## config.mk

```make
export PLATFORM = sky130hd
export DESIGN_NAME = dsr_dp
export DESIGN_NICKNAME = d
export VERILOG_FILES = /design/src/hw/rtl/display_slot_rotator_defines.svh /design/src/hw/rtl/dsr_pkg.sv /design/src/hw/rtl/dsr_dp.sv
export SDC_FILE = /design/constraint.sdc
export NUM_CORES = 1
export LEC_CHECK = 0
export ABC_CLOCK_PERIOD_IN_PS = 11500
export BUFFER_PORTS_ARGS = -buffer_cell sky130_fd_sc_hd__buf_2
export CORE_MARGIN = 4
export CORE_UTILIZATION = 40
export DETAILED_ROUTE_END_ITERATION = 16
export PLACE_DENSITY = 0.68
export SYNTH_ARGS = -nofsm -noshare
export SYNTH_HDL_FRONTEND = slang
export SYNTH_SLANG_ARGS = --single-unit
```

## constraint.sdc

```tcl
create_clock -name clk -period 11.5 [get_ports clk]
set_clock_uncertainty 0.1 [all_clocks]
set_input_delay 3.45 -clock clk [delete_from_list [all_inputs] [get_ports clk]]
set_output_delay 3.45 -clock clk [all_outputs]
set_load 0.05 [all_outputs]
```

## src/hw/rtl/display_slot_rotator_defines.svh

```systemverilog
// Assertion macros shared by the display slot rotator RTL.
`ifndef DISPLAY_SLOT_ROTATOR_DEFINES_SVH
`define DISPLAY_SLOT_ROTATOR_DEFINES_SVH

// Same-cycle implication, sampled on clk, off while arst_n is low.
`define DSR_ASSERT_NOW(label, ante, cons, msg) \
	label: assert property (@(posedge clk) disable iff (!arst_n) (ante) |-> (cons)) \
		else $error(msg);

// Next-cycle implication, sampled on clk, off while arst_n is low.
`define DSR_ASSERT_NEXT(label, ante, cons, msg) \
	label: assert property (@(posedge clk) disable iff (!arst_n) (ante) |=> (cons)) \
		else $error(msg);

`endif

```

## src/hw/rtl/dsr_pkg.sv

```systemverilog
// Types, constants and codes shared by the display slot rotator.
`default_nettype none

package dsr_pkg;

	localparam int unsigned MAX_SLOTS_DEF = 16;
	localparam int unsigned CNT_W         = 5;
	localparam int unsigned MASK_W        = 16;
	localparam int unsigned MASK_IDX_W    = 4;
	localparam int unsigned TIME_W        = 24;
	localparam int unsigned STAMP_W       = 32;
	localparam int unsigned OUT_SLOT_W    = 4;
	localparam int unsigned CMD_W         = 3;
	localparam int unsigned CFG_ADDR_W    = 5;
	localparam int unsigned CFG_DATA_W    = 32;

	localparam logic [CNT_W-1:0]  APP_COUNT_RST     = '0;
	localparam logic [MASK_W-1:0] ENABLE_MASK_RST   = 16'hFFFF;
	localparam logic [TIME_W-1:0] DWELL_MS_RST      = 24'd10000;
	localparam logic [TIME_W-1:0] TRANSITION_MS_RST = 24'd500;
	localparam logic              AUTO_ROTATE_RST   = 1'b1;

	typedef enum logic [CFG_ADDR_W-3:0] {
		REG_APP_COUNT     = 3'd0,
		REG_ENABLE_MASK   = 3'd1,
		REG_DWELL_MS      = 3'd2,
		REG_TRANSITION_MS = 3'd3,
		REG_AUTO_ROTATE   = 3'd4
	} reg_idx_t;

	typedef enum logic [CMD_W-1:0] {
		CMD_TICK   = 3'd0,
		CMD_NEXT   = 3'd1,
		CMD_PREV   = 3'd2,
		CMD_SWITCH = 3'd3,
		CMD_XFER   = 3'd4
	} cmd_t;

	typedef enum logic [2:0] {
		ST_IDLE,
		ST_EXEC,
		ST_MOD,
		ST_SCAN,
		ST_DONE
	} state_t;

	typedef struct packed {
		logic [CMD_W-1:0]      cmd;
		logic [STAMP_W-1:0]    now_ms;
		logic [OUT_SLOT_W-1:0] slot_index;
	} req_t;

	typedef struct packed {
		logic [OUT_SLOT_W-1:0] current_slot;
		logic                  current_valid;
		logic                  in_transition;
		logic [OUT_SLOT_W-1:0] incoming_slot;
		logic                  accepted;
	} rsp_t;

	typedef struct packed {
		logic [CNT_W-1:0]  app_count;
		logic [MASK_W-1:0] enable_mask;
		logic [TIME_W-1:0] dwell_ms;
		logic [TIME_W-1:0] transition_ms;
		logic              auto_rotate;
	} cfg_t;

	// Controller to datapath.
	typedef struct packed {
		logic load;
		logic exec;
		logic reduce;
		logic scan_start;
		logic scan_next;
		logic commit;
		logic rsp_load;
	} dp_cmd_t;

	// Datapath to controller.
	typedef struct packed {
		logic need_scan;
		logic base_ok;
		logic hit;
		logic last;
		logic cur_ok;
	} dp_st_t;

endpackage

`default_nettype wire

```

## src/hw/rtl/dsr_dp.sv

```systemverilog
// Rotation state, command decode and slot search datapath.
`default_nettype none

module dsr_dp #(
	parameter int unsigned MAX_SLOTS = dsr_pkg::MAX_SLOTS_DEF
) (
	input  logic             clk,
	input  logic             arst_n,
	input  dsr_pkg::cfg_t    cfg,
	input  dsr_pkg::dp_cmd_t cmd,
	input  dsr_pkg::req_t    req,
	output dsr_pkg::dp_st_t  st,
	output dsr_pkg::rsp_t    rsp
);
	import dsr_pkg::*;

	localparam int unsigned SLOT_W = (MAX_SLOTS > 1) ? $clog2(MAX_SLOTS) : 1;
	localparam int unsigned CMP_W  = (SLOT_W > CNT_W) ? SLOT_W + 1 : CNT_W + 1;

	// latched command beat
	logic [CMD_W-1:0]      cmd_q;
	logic [STAMP_W-1:0]    now_q;
	logic [OUT_SLOT_W-1:0] idx_q;

	// rotation state
	logic                  phase_q;
	logic [SLOT_W-1:0]     shown_q;
	logic [SLOT_W-1:0]     target_q;
	logic                  tv_q;
	logic                  dir_q;
	logic [STAMP_W-1:0]    start_q;
	logic                  cs_q;

	// search
	logic [SLOT_W-1:0]     base_q;
	logic [SLOT_W-1:0]     cur_q;
	logic [CNT_W-1:0]      step_q;
	logic                  back_q;
	logic                  acc_q;
	rsp_t                  rsp_q;

	logic [CNT_W-1:0]      n;
	logic [CMP_W-1:0]      n_w;
	logic [STAMP_W-1:0]    elapsed;
	logic [SLOT_W-1:0]     settled_shown;
	logic                  idx_ok;
	logic                  same_target;
	logic                  idx_is_shown;
	logic                  do_settle;
	logic                  do_begin;
	logic                  do_switch;
	logic                  do_xfer;
	logic                  tick_start;
	logic                  settle_now;
	logic                  restart;
	logic                  back_d;
	logic                  acc_d;
	logic [SLOT_W-1:0]     cur_src;
	logic [SLOT_W-1:0]     cur_nx;

	// effective slot count: app_count clipped to the slot capacity
	assign n   = (CMP_W'(cfg.app_count) > CMP_W'(MAX_SLOTS)) ? CNT_W'(MAX_SLOTS)
	                                                       : cfg.app_count;
	assign n_w = CMP_W'(n);

	assign elapsed       = now_q - (cs_q ? start_q : now_q);
	assign settled_shown = (phase_q && tv_q && (CMP_W'(target_q) < n_w)) ? target_q : shown_q;
	assign idx_ok        = CMP_W'(idx_q) < n_w;
	assign same_target   = phase_q && tv_q && (CMP_W'(idx_q) == CMP_W'(target_q));
	assign idx_is_shown  = CMP_W'(idx_q) == CMP_W'(settled_shown);

	always_comb begin
		do_settle  = 1'b0;
		do_begin   = 1'b0;
		do_switch  = 1'b0;
		do_xfer    = 1'b0;
		tick_start = 1'b0;
		acc_d      = 1'b0;
		back_d     = dir_q;
		case (cmd_q)
			CMD_TICK: begin
				if (n != '0) begin
					tick_start = !cs_q;
					if (!phase_q) begin
						do_begin = cfg.auto_rotate && (n_w >= CMP_W'(2)) &&
						           (elapsed >= STAMP_W'(cfg.dwell_ms));
					end else begin
						do_settle = elapsed >= STAMP_W'(cfg.transition_ms);
					end
				end
			end
			CMD_NEXT: begin
				do_begin = n_w >= CMP_W'(2);
				back_d   = 1'b0;
			end
			CMD_PREV: begin
				do_begin = n_w >= CMP_W'(2);
				back_d   = 1'b1;
			end
			CMD_SWITCH: begin
				do_switch = idx_ok;
				acc_d     = idx_ok;
			end
			CMD_XFER: begin
				acc_d     = idx_ok;
				do_settle = idx_ok && !same_target;
				do_xfer   = idx_ok && !same_target && !idx_is_shown;
			end
			default: ;
		endcase
	end

	// a settle, or a begin, only acts on a running transition
	assign settle_now = (do_settle || do_begin) && phase_q;

	// every state change restarts the phase clock at the beat's timestamp
	assign restart = tick_start || settle_now || do_begin || do_switch || do_xfer;

	always_ff @(posedge clk or negedge arst_n) begin
		if (!arst_n) begin
			phase_q  <= 1'b0;
			shown_q  <= '0;
			target_q <= '0;
			tv_q     <= 1'b0;
			dir_q    <= 1'b0;
			start_q  <= '0;
			cs_q     <= 1'b0;
		end else begin
			if (cmd.exec) begin
				if (restart) begin
					start_q <= now_q;
					cs_q    <= 1'b1;
				end
				if (do_switch) begin
					shown_q <= SLOT_W'(idx_q);
				end else if (settle_now) begin
					shown_q <= settled_shown;
				end
				if (do_xfer) begin
					tv_q <= 1'b1;
				end else if (settle_now || do_switch) begin
					tv_q <= 1'b0;
				end
				if (settle_now || do_xfer) begin
					dir_q <= 1'b0;
				end
				// xfer or a scan hit starts a transition; others restart fixed phase
				if (do_xfer) begin
					phase_q <= 1'b1;
				end else if (settle_now || do_begin || do_switch) begin
					phase_q <= 1'b0;
				end
				if (do_xfer) begin
					target_q <= SLOT_W'(idx_q);
				end
			end
			if (cmd.commit) begin
				dir_q    <= back_q;
				target_q <= cur_q;
				tv_q     <= 1'b1;
				phase_q  <= 1'b1;
			end
		end
	end

	// step the cursor one slot around the ring
	assign cur_src = cmd.scan_start ? base_q : cur_q;

	always_comb begin
		if (back_q) begin
			cur_nx = (cur_src == '0) ? SLOT_W'(n_w - CMP_W'(1)) : cur_src - 1'b1;
		end else begin
			cur_nx = (CMP_W'(cur_src) == n_w - CMP_W'(1)) ? '0 : cur_src + 1'b1;
		end
	end

	always_ff @(posedge clk) begin
		if (cmd.load) begin
			cmd_q <= req.cmd;
			now_q <= req.now_ms;
			idx_q <= req.slot_index;
		end
		if (cmd.exec) begin
			base_q <= settled_shown;
			back_q <= back_d;
			acc_q  <= acc_d;
		end
		if (cmd.reduce) begin
			base_q <= base_q - SLOT_W'(n);
		end
		if (cmd.scan_start || cmd.scan_next) begin
			cur_q  <= cur_nx;
			step_q <= cmd.scan_start ? CNT_W'(1) : step_q + 1'b1;
		end
		if (cmd.rsp_load) begin
			rsp_q.current_slot  <= OUT_SLOT_W'(shown_q);
			rsp_q.current_valid <= CMP_W'(shown_q) < n_w;
			rsp_q.in_transition <= phase_q;
			rsp_q.incoming_slot <= phase_q ? OUT_SLOT_W'(target_q) : '0;
			rsp_q.accepted      <= acc_q;
		end
	end

	assign st.need_scan = do_begin;
	assign st.base_ok   = CMP_W'(base_q) < n_w;
	assign st.hit       = (CMP_W'(cur_q) >= CMP_W'(MASK_W)) ||
	                      cfg.enable_mask[MASK_IDX_W'(cur_q)];
	assign st.last      = CMP_W'(step_q) == n_w - CMP_W'(1);
	assign st.cur_ok    = CMP_W'(cur_q) < n_w;

	assign rsp = rsp_q;

endmodule

`default_nettype wire

```

==> summary.md, run 1 <==
| Metric | Value |
|---|---|
| Hold depth | 1 |
| Tot GR Track Use | 0.175 |
| Via count | 6,839 |
| WL final | 20.6 mm |
| Slew Viols, Final | 0 |
| Starting DRT DRC Count | 429 |
| DR DRC count | 0 |
| Max_cap viols | 0 |
| Peak supply drop | 0.105 mV |
| Total power | 2.39 mW |
| Reg2reg end | start_q[31] |
| Clock Tree Root | clkbuf_16 |
| Fmax | 108 MHz |
| Most frequent cells in the layout | buf_2 (133), ha_1 (101), inv_1 (66) |
| Synthesis-stage register bit count | 109 |
| Tmin final | 9260 ps |
| Post-CTS sizing | 0 |
| Post-layout util | 0.461 |
| Setup Buffers After CTS | 0 |
| Non-Filler Instances | 1,252 |
| Cell area after layout | 9690 um^2 |
| Diodes inserted | 0 |
| Commonest non-fill, non-tap cell in the layout | buf_2 |
| Critical-path cell list | buf_2 > inv_1 > nand2_1 > ha_1 > a2111o_1 > nor3b_1 > o21ai_0 > a21oi_1 > buf_2 |
| WHS Endpoint | tv_q |
| Area growth syn-to-layout | 13.7% |
| Synth cell types | 69 |
| DP Worst Slack | 2220 ps |
| Final WS setup | 2240 ps |
| Antenna viol nets, final | 0 |
| RSZ-0062 raised after global routing | false |
| Register area share after synthesis | 0.358 |
| Worst slew pin tran | 1150 ps |
| Worst R2R Path Depth | 23 |
| Initial DRT Pass Iterations | 5 |
| CP Data Required Time | 7950 ps |
| Initial Util | 0.405 |
| Hold slack | 379 ps |
| Hold Fails Final Rpt | 0 |
| Initial antenna violation count | 0 |
| Final setup fails | 0 |
| Die ar. | 23,700 um^2 |
| Routed WL per cell | 16.4 um |
| Die H | 154 um |
| # hold bufs at CTS | 0 |
| CTS tree | done |
| PD cells | 247 nW/um^2 |
| Inserted Clock Buffers | 9 |
| Vias in the first global route | 6,730 |
| I/O Pins | 134 |
| Ys Warns | 0 |
| Nets | 1,193 |
| Die width | 154 um |
| Global-route wire length before repair | 33.7 mm |
| Worst reg2reg setup slack | 4760 ps |
| CTS sink count | 109 |
| R2R Path Start | cs_q |
| Worst-Skew Late Latency | 350 ps |
| Asr flop ratio synth | 0.404 |
| Clock slew seen by the registers of the worst setup and hold paths | 70 ps |
| Worst path max stage delay | 430 ps |
| CTS Buffer Depth | 2 |
| Post-DP Area | 9390 um^2 |
| Start point of the worst hold path | tv_q |
| Core area | 21,000 um^2 |
| Rows | 53 |
| Worst-path maximum fanout | 8 |
| Worst slew margin | 0.232 |
| Grt ovf | 0 |
| Synth Net Count | 1,078 |
| PortBufs | 133 |
| Slowest cell on crit path | a2111o_1 |
| Hpwl dp | 16.3 mm |
| Vias/cell | 5.46 |
| Syn Area/Cell | 9.95 um^2 |
| GP Congestion | 0.891 |
| Placed cells | 1,236 |
| Dominant synthesized flop cell | edfxtp_1 |
| Hold Path Class | reg -> reg |
| Outcome | finished clean |
| Final period utilization | 0.806 |
| Leak | 4.60 nW |
| Most used cell, CP | buf_2 |
| Mapped Area | 8520 um^2 |
| Share of cells above drive strength 1 | 0.173 |
| Syn Inst Count | 857 |
| Post-synth EDFFs | 65 |
| Pin count of the biggest net entering global routing | 45 |
| Fill count | 1,970 |
| Worst Path Buf+Inv | 3 |
| Htree depth | 3 |
| Setup TNS | 0 ps |
| Type of the worst setup path | in -> out |
| Endpoint class of the critical path | output pin |
| Crit path DAT | 5710 ps |
| CP top delay family | compound AO/OA/AOI/OAI gates |
| CP Launch Type | input pin |
cell usage after synthesis (21+ instances only):
cell      count  area, um^2
nand2_1      59         221
dfrtp_1      44        1100
xnor2_1      24         210
mux2_1       32         360
o21ai_0      59         295
xor2_1       21         184
nor2_1       39         146
a21oi_1      58         290
mux2i_1      51         510
inv_1        66         248
clkbuf_1     22        82.6
edfxtp_1     65        1950
nand4_1      23         144
ha_1        101        1260
worst max-delay path by stage:
stage	from	to	slack [ps]	cells past startpoint
2_1_floorplan	cfg[69]	st[0]	2520	8
3_3_place_gp	cfg[31]	st[4]	2310	11
3_5_place_dp	cfg[69]	st[4]	2220	9
4_1_cts	cfg[69]	st[4]	2220	9
5_1_grt	cfg[69]	st[4]	2030	9
6_report	cfg[69]	st[4]	2240	9
sequential cells by signal, summed over array words and instances (netlist names):
signal / flops
now_q: 32
start_q: 32
rsp: 11
step_q: 5
base_q: 4
cur_q: 4
idx_q: 4
shown_q: 4
target_q: 4
cmd_q: 3
acc_q: 1
back_q: 1
cs_q: 1
dir_q: 1
phase_q: 1
tv_q: 1
cell families after synthesis:
| logic type | count (synthesis) | share of synthesized area |
|---|---|---|
| compound gates | 218 | 0.164 |
| simple gates | 196 | 0.114 |
| flops | 109 | 0.358 |
| fa+ha+maj | 103 | 0.153 |
| buf+inv | 97 | 0.0476 |
| mux | 89 | 0.117 |
| xor+xnor | 45 | 0.0462 |
power by group:
part	leakage, nW	switching (mW)	internal [mW]	total, mW
clock	0.140	0.145	0.171	0.316
sequential	1.16	0.0943	0.531	0.625
combinational	3.30	0.831	0.622	1.45
total	4.60	1.07	1.32	2.39
final cells by class:
type	count	area (um^2)	share of cell area
Inverter	66	248	0.0256
Clock inverter	6	71.3	0.00736
Clock buffer	10	229	0.0236
Multi-Input combinational cell	651	5060	0.523
Timing Repair Buffer	135	681	0.0702
Tap cell	275	344	0.0355
Sequential cell	109	3050	0.315
per-layer routing:
layer / up-vias / wire [um] / global-route usage
li1: 3397 / - / -
met1: 3223 / 8920 / 0.225
met2: 185 / 10300 / 0.303
met3: 34 / 931 / 0.0298
met4: 0 / 472 / 0.0496
met5: - / 0 / 0
Note: power is estimated with default switching activity, not from simulation.
==> inputs of run 2 (changes only) <==
--- a/config.mk
+++ b/config.mk
@@ -5,12 +5,13 @@
 export SDC_FILE = /design/constraint.sdc
 export NUM_CORES = 1
 export LEC_CHECK = 0
-export ABC_CLOCK_PERIOD_IN_PS = 11500
+export ABC_AREA = 1
+export ABC_CLOCK_PERIOD_IN_PS = 8300
 export BUFFER_PORTS_ARGS = -buffer_cell sky130_fd_sc_hd__buf_2
 export CORE_MARGIN = 4
 export CORE_UTILIZATION = 40
 export DETAILED_ROUTE_END_ITERATION = 16
-export PLACE_DENSITY = 0.68
+export PLACE_DENSITY = 0.7
 export SYNTH_ARGS = -nofsm -noshare
 export SYNTH_HDL_FRONTEND = slang
 export SYNTH_SLANG_ARGS = --single-unit
==> constraint.sdc (replaced) <==
create_clock -name clk -period 8.3 [get_ports clk]
set_clock_uncertainty 0.1 [all_clocks]
set_input_delay 2.49 -clock clk [delete_from_list [all_inputs] [get_ports clk]]
set_output_delay 2.49 -clock clk [all_outputs]
set_load 0.05 [all_outputs]
==> run 2 against run 1 <==
Cell area grew 6.6%. Critical path type unchanged. Sequential power grew 30%. Wire length grew 10%. Largest power group unchanged. Sequential share of layout area shrank 2.0 points. Non-clock buffer count shrank 1. Highest routed layer is now met5.
==> summary.md, run 2 <==
| Metric | Value |
|---|---|
| Most frequent cells in the layout | nand2_1 (365), inv_1 (202), buf_2 (133) (was buf_2 (133), ha_1 (101), inv_1 (66)) |
| Reg2reg end | start_q[25] (was start_q[31]) |
| CTS tree | done (unchanged) |
| Pin count of the biggest net entering global routing | 45 (unchanged) |
| DP Worst Slack | 921 ps (was 2220 ps) |
| Start point of the worst hold path | acc_q (was tv_q) |
| Endpoint class of the critical path | output pin (unchanged) |
| R2R Path Start | cs_q (unchanged) |
| Tmin final | 7360 ps |
| Core area | 22,600 um^2 (was 21,000 um^2) |
| Syn Area/Cell | 7.47 um^2 (was 9.95 um^2) |
| Syn Inst Count | 1,223 (was 857) |
| Leak | 5.72 nW (was 4.60 nW) |
| Hold slack | 319 ps (was 379 ps) |
| Via count | 8,088 (was 6,839) |
| CP Launch Type | input pin (unchanged) |
| Starting DRT DRC Count | 461 (was 429) |
| Synthesis-stage register bit count | 109 (unchanged) |
| Crit path DAT | 4770 ps (was 5710 ps) |
| Die H | 159 um (was 154 um) |
| Area growth syn-to-layout | 13.2% (was 13.7%) |
| Hpwl dp | 18.4 mm (was 16.3 mm) |
| Synth Net Count | 1,444 (was 1,078) |
| Mapped Area | 9130 um^2 (was 8520 um^2) |
| Initial Util | 0.405 (about the same) |
| Asr flop ratio synth | 0.404 (unchanged) |
| GP Congestion | 0.945 (was 0.891) |
| PortBufs | 133 (unchanged) |
| Worst R2R Path Depth | 25 (was 23) |
| Commonest non-fill, non-tap cell in the layout | nand2_1 (was buf_2) |
| Final period utilization | 0.887 |
| Post-synth EDFFs | 65 (unchanged) |
| Hold depth | 0 (was 1) |
| Diodes inserted | 0 (unchanged) |
| Setup TNS | 0 ps (unchanged) |
| Reg power frac | 0.279 (was 0.261) |
| Htree depth | 3 (unchanged) |
| Vias in the first global route | 7,751 (was 6,730) |
| Non-Filler Instances | 1,636 (was 1,252) |
| WHS Endpoint | rsp[0] (was tv_q) |
| Worst reg2reg setup slack | 2790 ps (was 4760 ps) |
| Routed WL per cell | 13.8 um (was 16.4 um) |
| Dominant synthesized flop cell | edfxtp_1 (unchanged) |
| Ys Warns | 0 (unchanged) |
| Cell taking the most area after synthesis | edfxtp_1 (unchanged) |
| Peak supply drop | 0.0907 mV (was 0.105 mV) |
| Inserted Clock Buffers | 9 (unchanged) |
| Internal Power | 1.55 mW (was 1.32 mW) |
| Worst slew pin tran | 1070 ps (was 1150 ps) |
| CTS sink count | 109 (unchanged) |
| Top post-synthesis cells by area | edfxtp_1 (21%), nand2_1 (15%), ha_1 (14%) (was edfxtp_1 (23%), ha_1 (15%), dfrtp_1 (13%)) |
| Clock slew seen by the registers of the worst setup and hold paths | 70 ps (about the same) |
| Final setup fails | 0 (unchanged) |
| RSZ-0062 raised after global routing | false (unchanged) |
| Grt ovf | 0 (unchanged) |
| Worst slew margin | 0.289 (was 0.232) |
| Fmax | 136 MHz |
| Hold Fails Final Rpt | 0 (unchanged) |
| Global-route wire length before repair | 37.6 mm (was 33.7 mm) |
| Final WS setup | 939 ps (was 2240 ps) |
| PD cells | 281 nW/um^2 (was 247 nW/um^2) |
| Post-DP Area | 10,000 um^2 (was 9390 um^2) |
| Nets | 1,567 (was 1,193) |
| Tot GR Track Use | 0.179 (was 0.175) |
| Worst-path maximum fanout | 7 (was 8) |
| Worst-Skew Late Latency | 360 ps (was 350 ps) |
| Post-CTS sizing | 0 (unchanged) |
| Clock Tree Root | clkbuf_16 (unchanged) |
| Share of cells above drive strength 1 | 0.132 (was 0.173) |
| Antenna viol nets, final | 0 (unchanged) |
| Die ar. | 25,300 um^2 (was 23,700 um^2) |
| Hold Path Class | reg -> reg (unchanged) |
| Initial DRT Pass Iterations | 5 (unchanged) |
| Comb power frac | 0.569 (was 0.607) |
| WL final | 22.6 mm (was 20.6 mm) |
| Type of the worst setup path | in -> out (unchanged) |
| Post-layout util | 0.458 (was 0.461) |
| Total power | 2.90 mW (was 2.39 mW) |
| Placed cells | 1,620 (was 1,236) |
| Net Switching | 1.35 mW (was 1.07 mW) |
| Register area share after synthesis | 0.334 (was 0.358) |
| I/O Pins | 134 (unchanged) |
| Initial antenna violation count | 1 (was 0) |
| Outcome | finished clean (unchanged) |
| Part of the power in the clock network | 0.152 (was 0.132) |
| Rows | 55 (was 53) |
| Sw frac | 0.465 (was 0.447) |
| Share of the synthesized area in the top cell type | 0.214 (was 0.229) |
| Count leader, synth | nand2_1 (was ha_1) |
| Max_cap viols | 0 (unchanged) |
| CTS Buffer Depth | 2 (unchanged) |
| CP Data Required Time | 5710 ps (was 7950 ps) |
| # hold bufs at CTS | 0 (unchanged) |
| Cell area after layout | 10,300 um^2 (was 9690 um^2) |
| Slew Viols, Final | 0 (unchanged) |
| Vias/cell | 4.94 (was 5.46) |
| Synth cell types | 51 (was 69) |
| Setup Buffers After CTS | 0 (unchanged) |
| Most frequent cells after synthesis | nand2_1 (365), inv_1 (202), ha_1 (101), nor2_1 (76), nand3_1 (69) (was ha_1 (101), inv_1 (66), edfxtp_1 (65), nand2_1 (59), o21ai_0 (59)) |
| DR DRC count | 0 (unchanged) |
| Die width | 159 um (was 154 um) |
run 2: cell count changes in the layout (fill, tap and decap cells not counted), sizes merged, moves of 8 or more:
cell    previous run  this run
nand2b            14         0
nor2b             10         0
nand3              9        71
xnor2             24        10
nand2             59       378
o21a              12         4
inv               68       204
mux2              33         0
o21ai             64        51
nor2              39        83
mux2i             51        30
a21o              18         3
nand4             23        10
run 2: critical path: stages:
cell and delay (ps):
buf_2 100, nor3_1 310, nand2_1 80, a21boi_0 320
inv_1 230, ha_1 370, nand2_1 80, nor2_1 40
a211oi_1 250, nor2_1 80, o21ai_0 130, buf_2 280
run 2: power groups by stage:
stage / Clock, mW / Combinational (mW) / Sequential [mW]
5_1_grt: 0.475 / 1.93 / 0.825
3_3_place_gp: 0 / 1.61 / 0.816
3_5_place_dp: 0 / 1.65 / 0.818
2_1_floorplan: 0 / 1.24 / 0.815
4_1_cts: 0.455 / 1.66 / 0.808
6_report: 0.442 / 1.65 / 0.810
run 2: worst max path at each step:
stage                 start     to
floorplan           cfg[69]  st[1]
global placement    cfg[66]  st[3]
detailed placement  cfg[66]  st[3]
CTS                 cfg[66]  st[3]
global route        cfg[66]  st[3]
finish              cfg[66]  st[3]
run 2: layout make-up:
type	count	area, um^2
Tap cell	285	357
Clock buffer	10	229
Inverter	204	766
Timing Repair Buffer	134	673
Fill cell	2329	12200
Multi-Input combinational cell	888	5180
Clock inverter	6	72.6
Sequential cell	109	3050
run 2: cell families (layout without fill, tap and decap cells):
group / after synthesis / count (layout) / share of synthesized area
compound gates: 151 / 151 / 0.0948
xor+xnor: 37 / 37 / 0.0355
fa+ha+maj: 103 / 103 / 0.143
buf+inv: 226 / 354 / 0.0981
flops: 109 / 109 / 0.334
mux: 30 / 30 / 0.0329
simple gates: 567 / 567 / 0.262
run 2: per-layer routing:
| metal | up-vias | share of wire | global-route usage |
|---|---|---|---|
| li1 | 4215 | - | - |
| met5 | - | 0.00057 | 0 |
| met4 | 2 | 0.020 | 0.0465 |
| met2 | 153 | 0.46 | 0.297 |
| met1 | 3682 | 0.48 | 0.242 |
| met3 | 36 | 0.040 | 0.0318 |
==> inputs of run 3 (changes only) <==
--- a/config.mk
+++ b/config.mk
@@ -11,6 +11,8 @@
 export CORE_MARGIN = 4
 export CORE_UTILIZATION = 40
 export DETAILED_ROUTE_END_ITERATION = 16
+export GPL_ROUTABILITY_DRIVEN = 0
+export MAX_ROUTING_LAYER = met4
 export PLACE_DENSITY = 0.7
 export SYNTH_ARGS = -nofsm -noshare
 export SYNTH_HDL_FRONTEND = slang
==> constraint.sdc (replaced) <==
create_clock -name clk -period 8.3 [get_ports clk]
set_clock_uncertainty 0.1 [all_clocks]
set_input_delay 1.245 -clock clk [delete_from_list [all_inputs] [get_ports clk]]
set_output_delay 1.245 -clock clk [all_outputs]
set_load 0.05 [all_outputs]
==> run 3 against run 2 <==
Cell count hardly changed. Largest power group unchanged. Critical endpoint is now st[4]. Setup slack better by 1200 ps. Worst hold slack better by 13 ps. Largest cell class unchanged.
==> summary.md, run 3 (synthesis results as in run 2) <==
| Metric | Value |
|---|---|
| Outcome | finished clean (unchanged) |
| Routed WL per cell | 13.5 um (was 13.8 um) |
| CTS Buffer Depth | 2 (unchanged) |
| CP Data Required Time | 6950 ps (was 5710 ps) |
| CTS sink count | 109 (unchanged) |
| Crit path DAT | 4850 ps (was 4770 ps) |
| Fmax | 161 MHz (was 136 MHz) |
| Slew Viols, Final | 0 (unchanged) |
| Worst slew pin tran | 1010 ps (was 1070 ps) |
| Worst-Skew Late Latency | 360 ps (about the same) |
| Htree depth | 3 (unchanged) |
| Worst-path maximum fanout | 17 (was 7) |
| Clock slew seen by the registers of the worst setup and hold paths | 80 ps (was 70 ps) |
| CP top delay family | simple AND/OR/NAND/NOR gates (was compound AO/OA/AOI/OAI gates) |
| CP Launch Type | flop (was input pin) |
| Leak | 5.72 nW (about the same) |
| Hold Fails Final Rpt | 0 (unchanged) |
| Worst path max stage delay | 940 ps (was 370 ps) |
| PD cells | 281 nW/um^2 (about the same) |
| Max_cap viols | 0 (unchanged) |
| Cell area after layout | 10,300 um^2 (about the same) |
| Die ar. | 25,300 um^2 (unchanged) |
| PortBufs | 133 (unchanged) |
| Die width | 159 um (unchanged) |
| Endpoint class of the critical path | output pin (unchanged) |
| Commonest non-fill, non-tap cell in the layout | nand2_1 (unchanged) |
| RSZ-0062 raised after global routing | false (unchanged) |
| Hold depth | 0 (unchanged) |
| Non-Filler Instances | 1,637 (was 1,636) |
| Die H | 159 um (unchanged) |
| Global-route wire length before repair | 36.8 mm (was 37.6 mm) |
| Most used cell, CP | nand2_1 |
| Clock Tree Root | clkbuf_16 (unchanged) |
| Type of the worst setup path | reg -> out (was in -> out) |
| Hpwl dp | 18.1 mm (was 18.4 mm) |
| Vias in the first global route | 7,791 (was 7,751) |
| Total power | 2.91 mW (was 2.90 mW) |
| Peak supply drop | 0.109 mV (was 0.0907 mV) |
| Hold Path Class | reg -> reg (unchanged) |
| Pin count of the biggest net entering global routing | 45 (unchanged) |
| Post-CTS sizing | 0 (unchanged) |
| Setup TNS | 0 ps (unchanged) |
| Tot GR Track Use | 0.179 (about the same) |
| Final period utilization | 0.747 (was 0.887) |
| Reg2reg end | start_q[24] (was start_q[25]) |
| Worst R2R Path Depth | 24 (was 25) |
| Setup Buffers After CTS | 0 (unchanged) |
| Slowest cell on crit path | dfrtp_1 (was ha_1) |
| Nets | 1,567 (unchanged) |
| R2R Path Start | cs_q (unchanged) |
| WL final | 22.2 mm (was 22.6 mm) |
| Most frequent cells in the layout | nand2_1 (365), inv_1 (202), buf_2 (133) (unchanged) |
| Tmin final | 6200 ps (was 7360 ps) |
| Via count | 8,060 (was 8,088) |
| Core area | 22,600 um^2 (unchanged) |
| Initial antenna violation count | 1 (unchanged) |
| Inserted Clock Buffers | 9 (unchanged) |
| Initial DRT Pass Iterations | 5 (unchanged) |
| Vias/cell | 4.92 (was 4.94) |
| Placed cells | 1,620 (unchanged) |
| Initial Util | 0.405 (unchanged) |
| Worst Path Buf+Inv | 4 (was 3) |
| I/O Pins | 134 (unchanged) |
| Worst reg2reg setup slack | 2600 ps (was 2790 ps) |
| Worst slew margin | 0.327 (was 0.289) |
| # hold bufs at CTS | 0 (unchanged) |
| Antenna viol nets, final | 0 (unchanged) |
| DR DRC count | 0 (unchanged) |
| Starting DRT DRC Count | 489 (was 461) |
| Share of cells above drive strength 1 | 0.133 (was 0.132) |
| Area growth syn-to-layout | 13.3% (was 13.2%) |
| Final setup fails | 0 (unchanged) |
| Grt ovf | 0 (unchanged) |
| Rows | 55 (unchanged) |
| WHS Endpoint | rsp[0] (unchanged) |
| CTS tree | done (unchanged) |
| Start point of the worst hold path | acc_q (unchanged) |
| Post-DP Area | 10,000 um^2 (unchanged) |
run 3: cell types whose count changed in the layout (fill, tap and decap cells not counted), sizes merged:
cell | before | now
bufinv | 1 | 0
diode | 0 | 1
clkbuf | 10 | 9
inv | 204 | 206
run 3: worst register-to-register path, stage by stage (launching register included):
cell	delay (ps)
dfrtp_1	940
buf_4	420
mux2i_1	250
ha_1	310
nand2_1	140
inv_1	50
a21oi_1	130
nand2_1	110
nand2_1	100
nand2_2	90
a31oi_1	220
xnor2_1	210
ha_1	320
a21o_1	180
a31oi_1	140
o21ai_0	120
a21oi_1	270
nand3_1	140
nand2_1	100
nand2_1	90
a21oi_4	160
nand3_4	350
nand2_4	490
nand2_1	120
nand2_1	80
run 3: layout make-up:
cell class,instances,area [um^2]
fill,2256,12200
tap,285,357
sequential,109,3050
inverter,204,766
clock buffer,9,225
timing repair buffer,134,673
antenna,1,2.50
clock inverter,7,88.8
multi-input combinational,888,5180
run 3: power breakdown:
part | internal (mW) | total (mW) | leakage, nW | switching (mW)
Combinational | 0.611 | 1.66 | 4.38 | 1.05
Sequential | 0.707 | 0.805 | 1.19 | 0.0980
Clock | 0.217 | 0.437 | 0.152 | 0.220
run 3: through the flow:
step	hold slack (ps)	worst slack, ps	utilization
floorplan	300	2930	-
global placement	310	2590	0.444
detailed placement	314	2500	0.444
CTS	332	2100	0.458
global route	344	1780	0.458
finish	332	2100	0.458
run 3: worst max-delay path by stage:
stage / from / to / slack [ps] / cells past startpoint
2_1_floorplan: cfg[69] / st[1] / 2930 / 9
3_3_place_gp: cs_q / st[4] / 2590 / 24
3_5_place_dp: cs_q / st[4] / 2500 / 25
4_1_cts: cs_q / st[4] / 2100 / 25
5_1_grt: cs_q / st[4] / 1780 / 25
6_report: cs_q / st[4] / 2100 / 25
run 3: routing by layer:
metal	track usage	wire length [um]	share of wire
met1	0.225	10300	0.46
met2	0.299	10500	0.47
met3	0.0298	945	0.043
met4	0.0521	425	0.019
met5	-	0	0
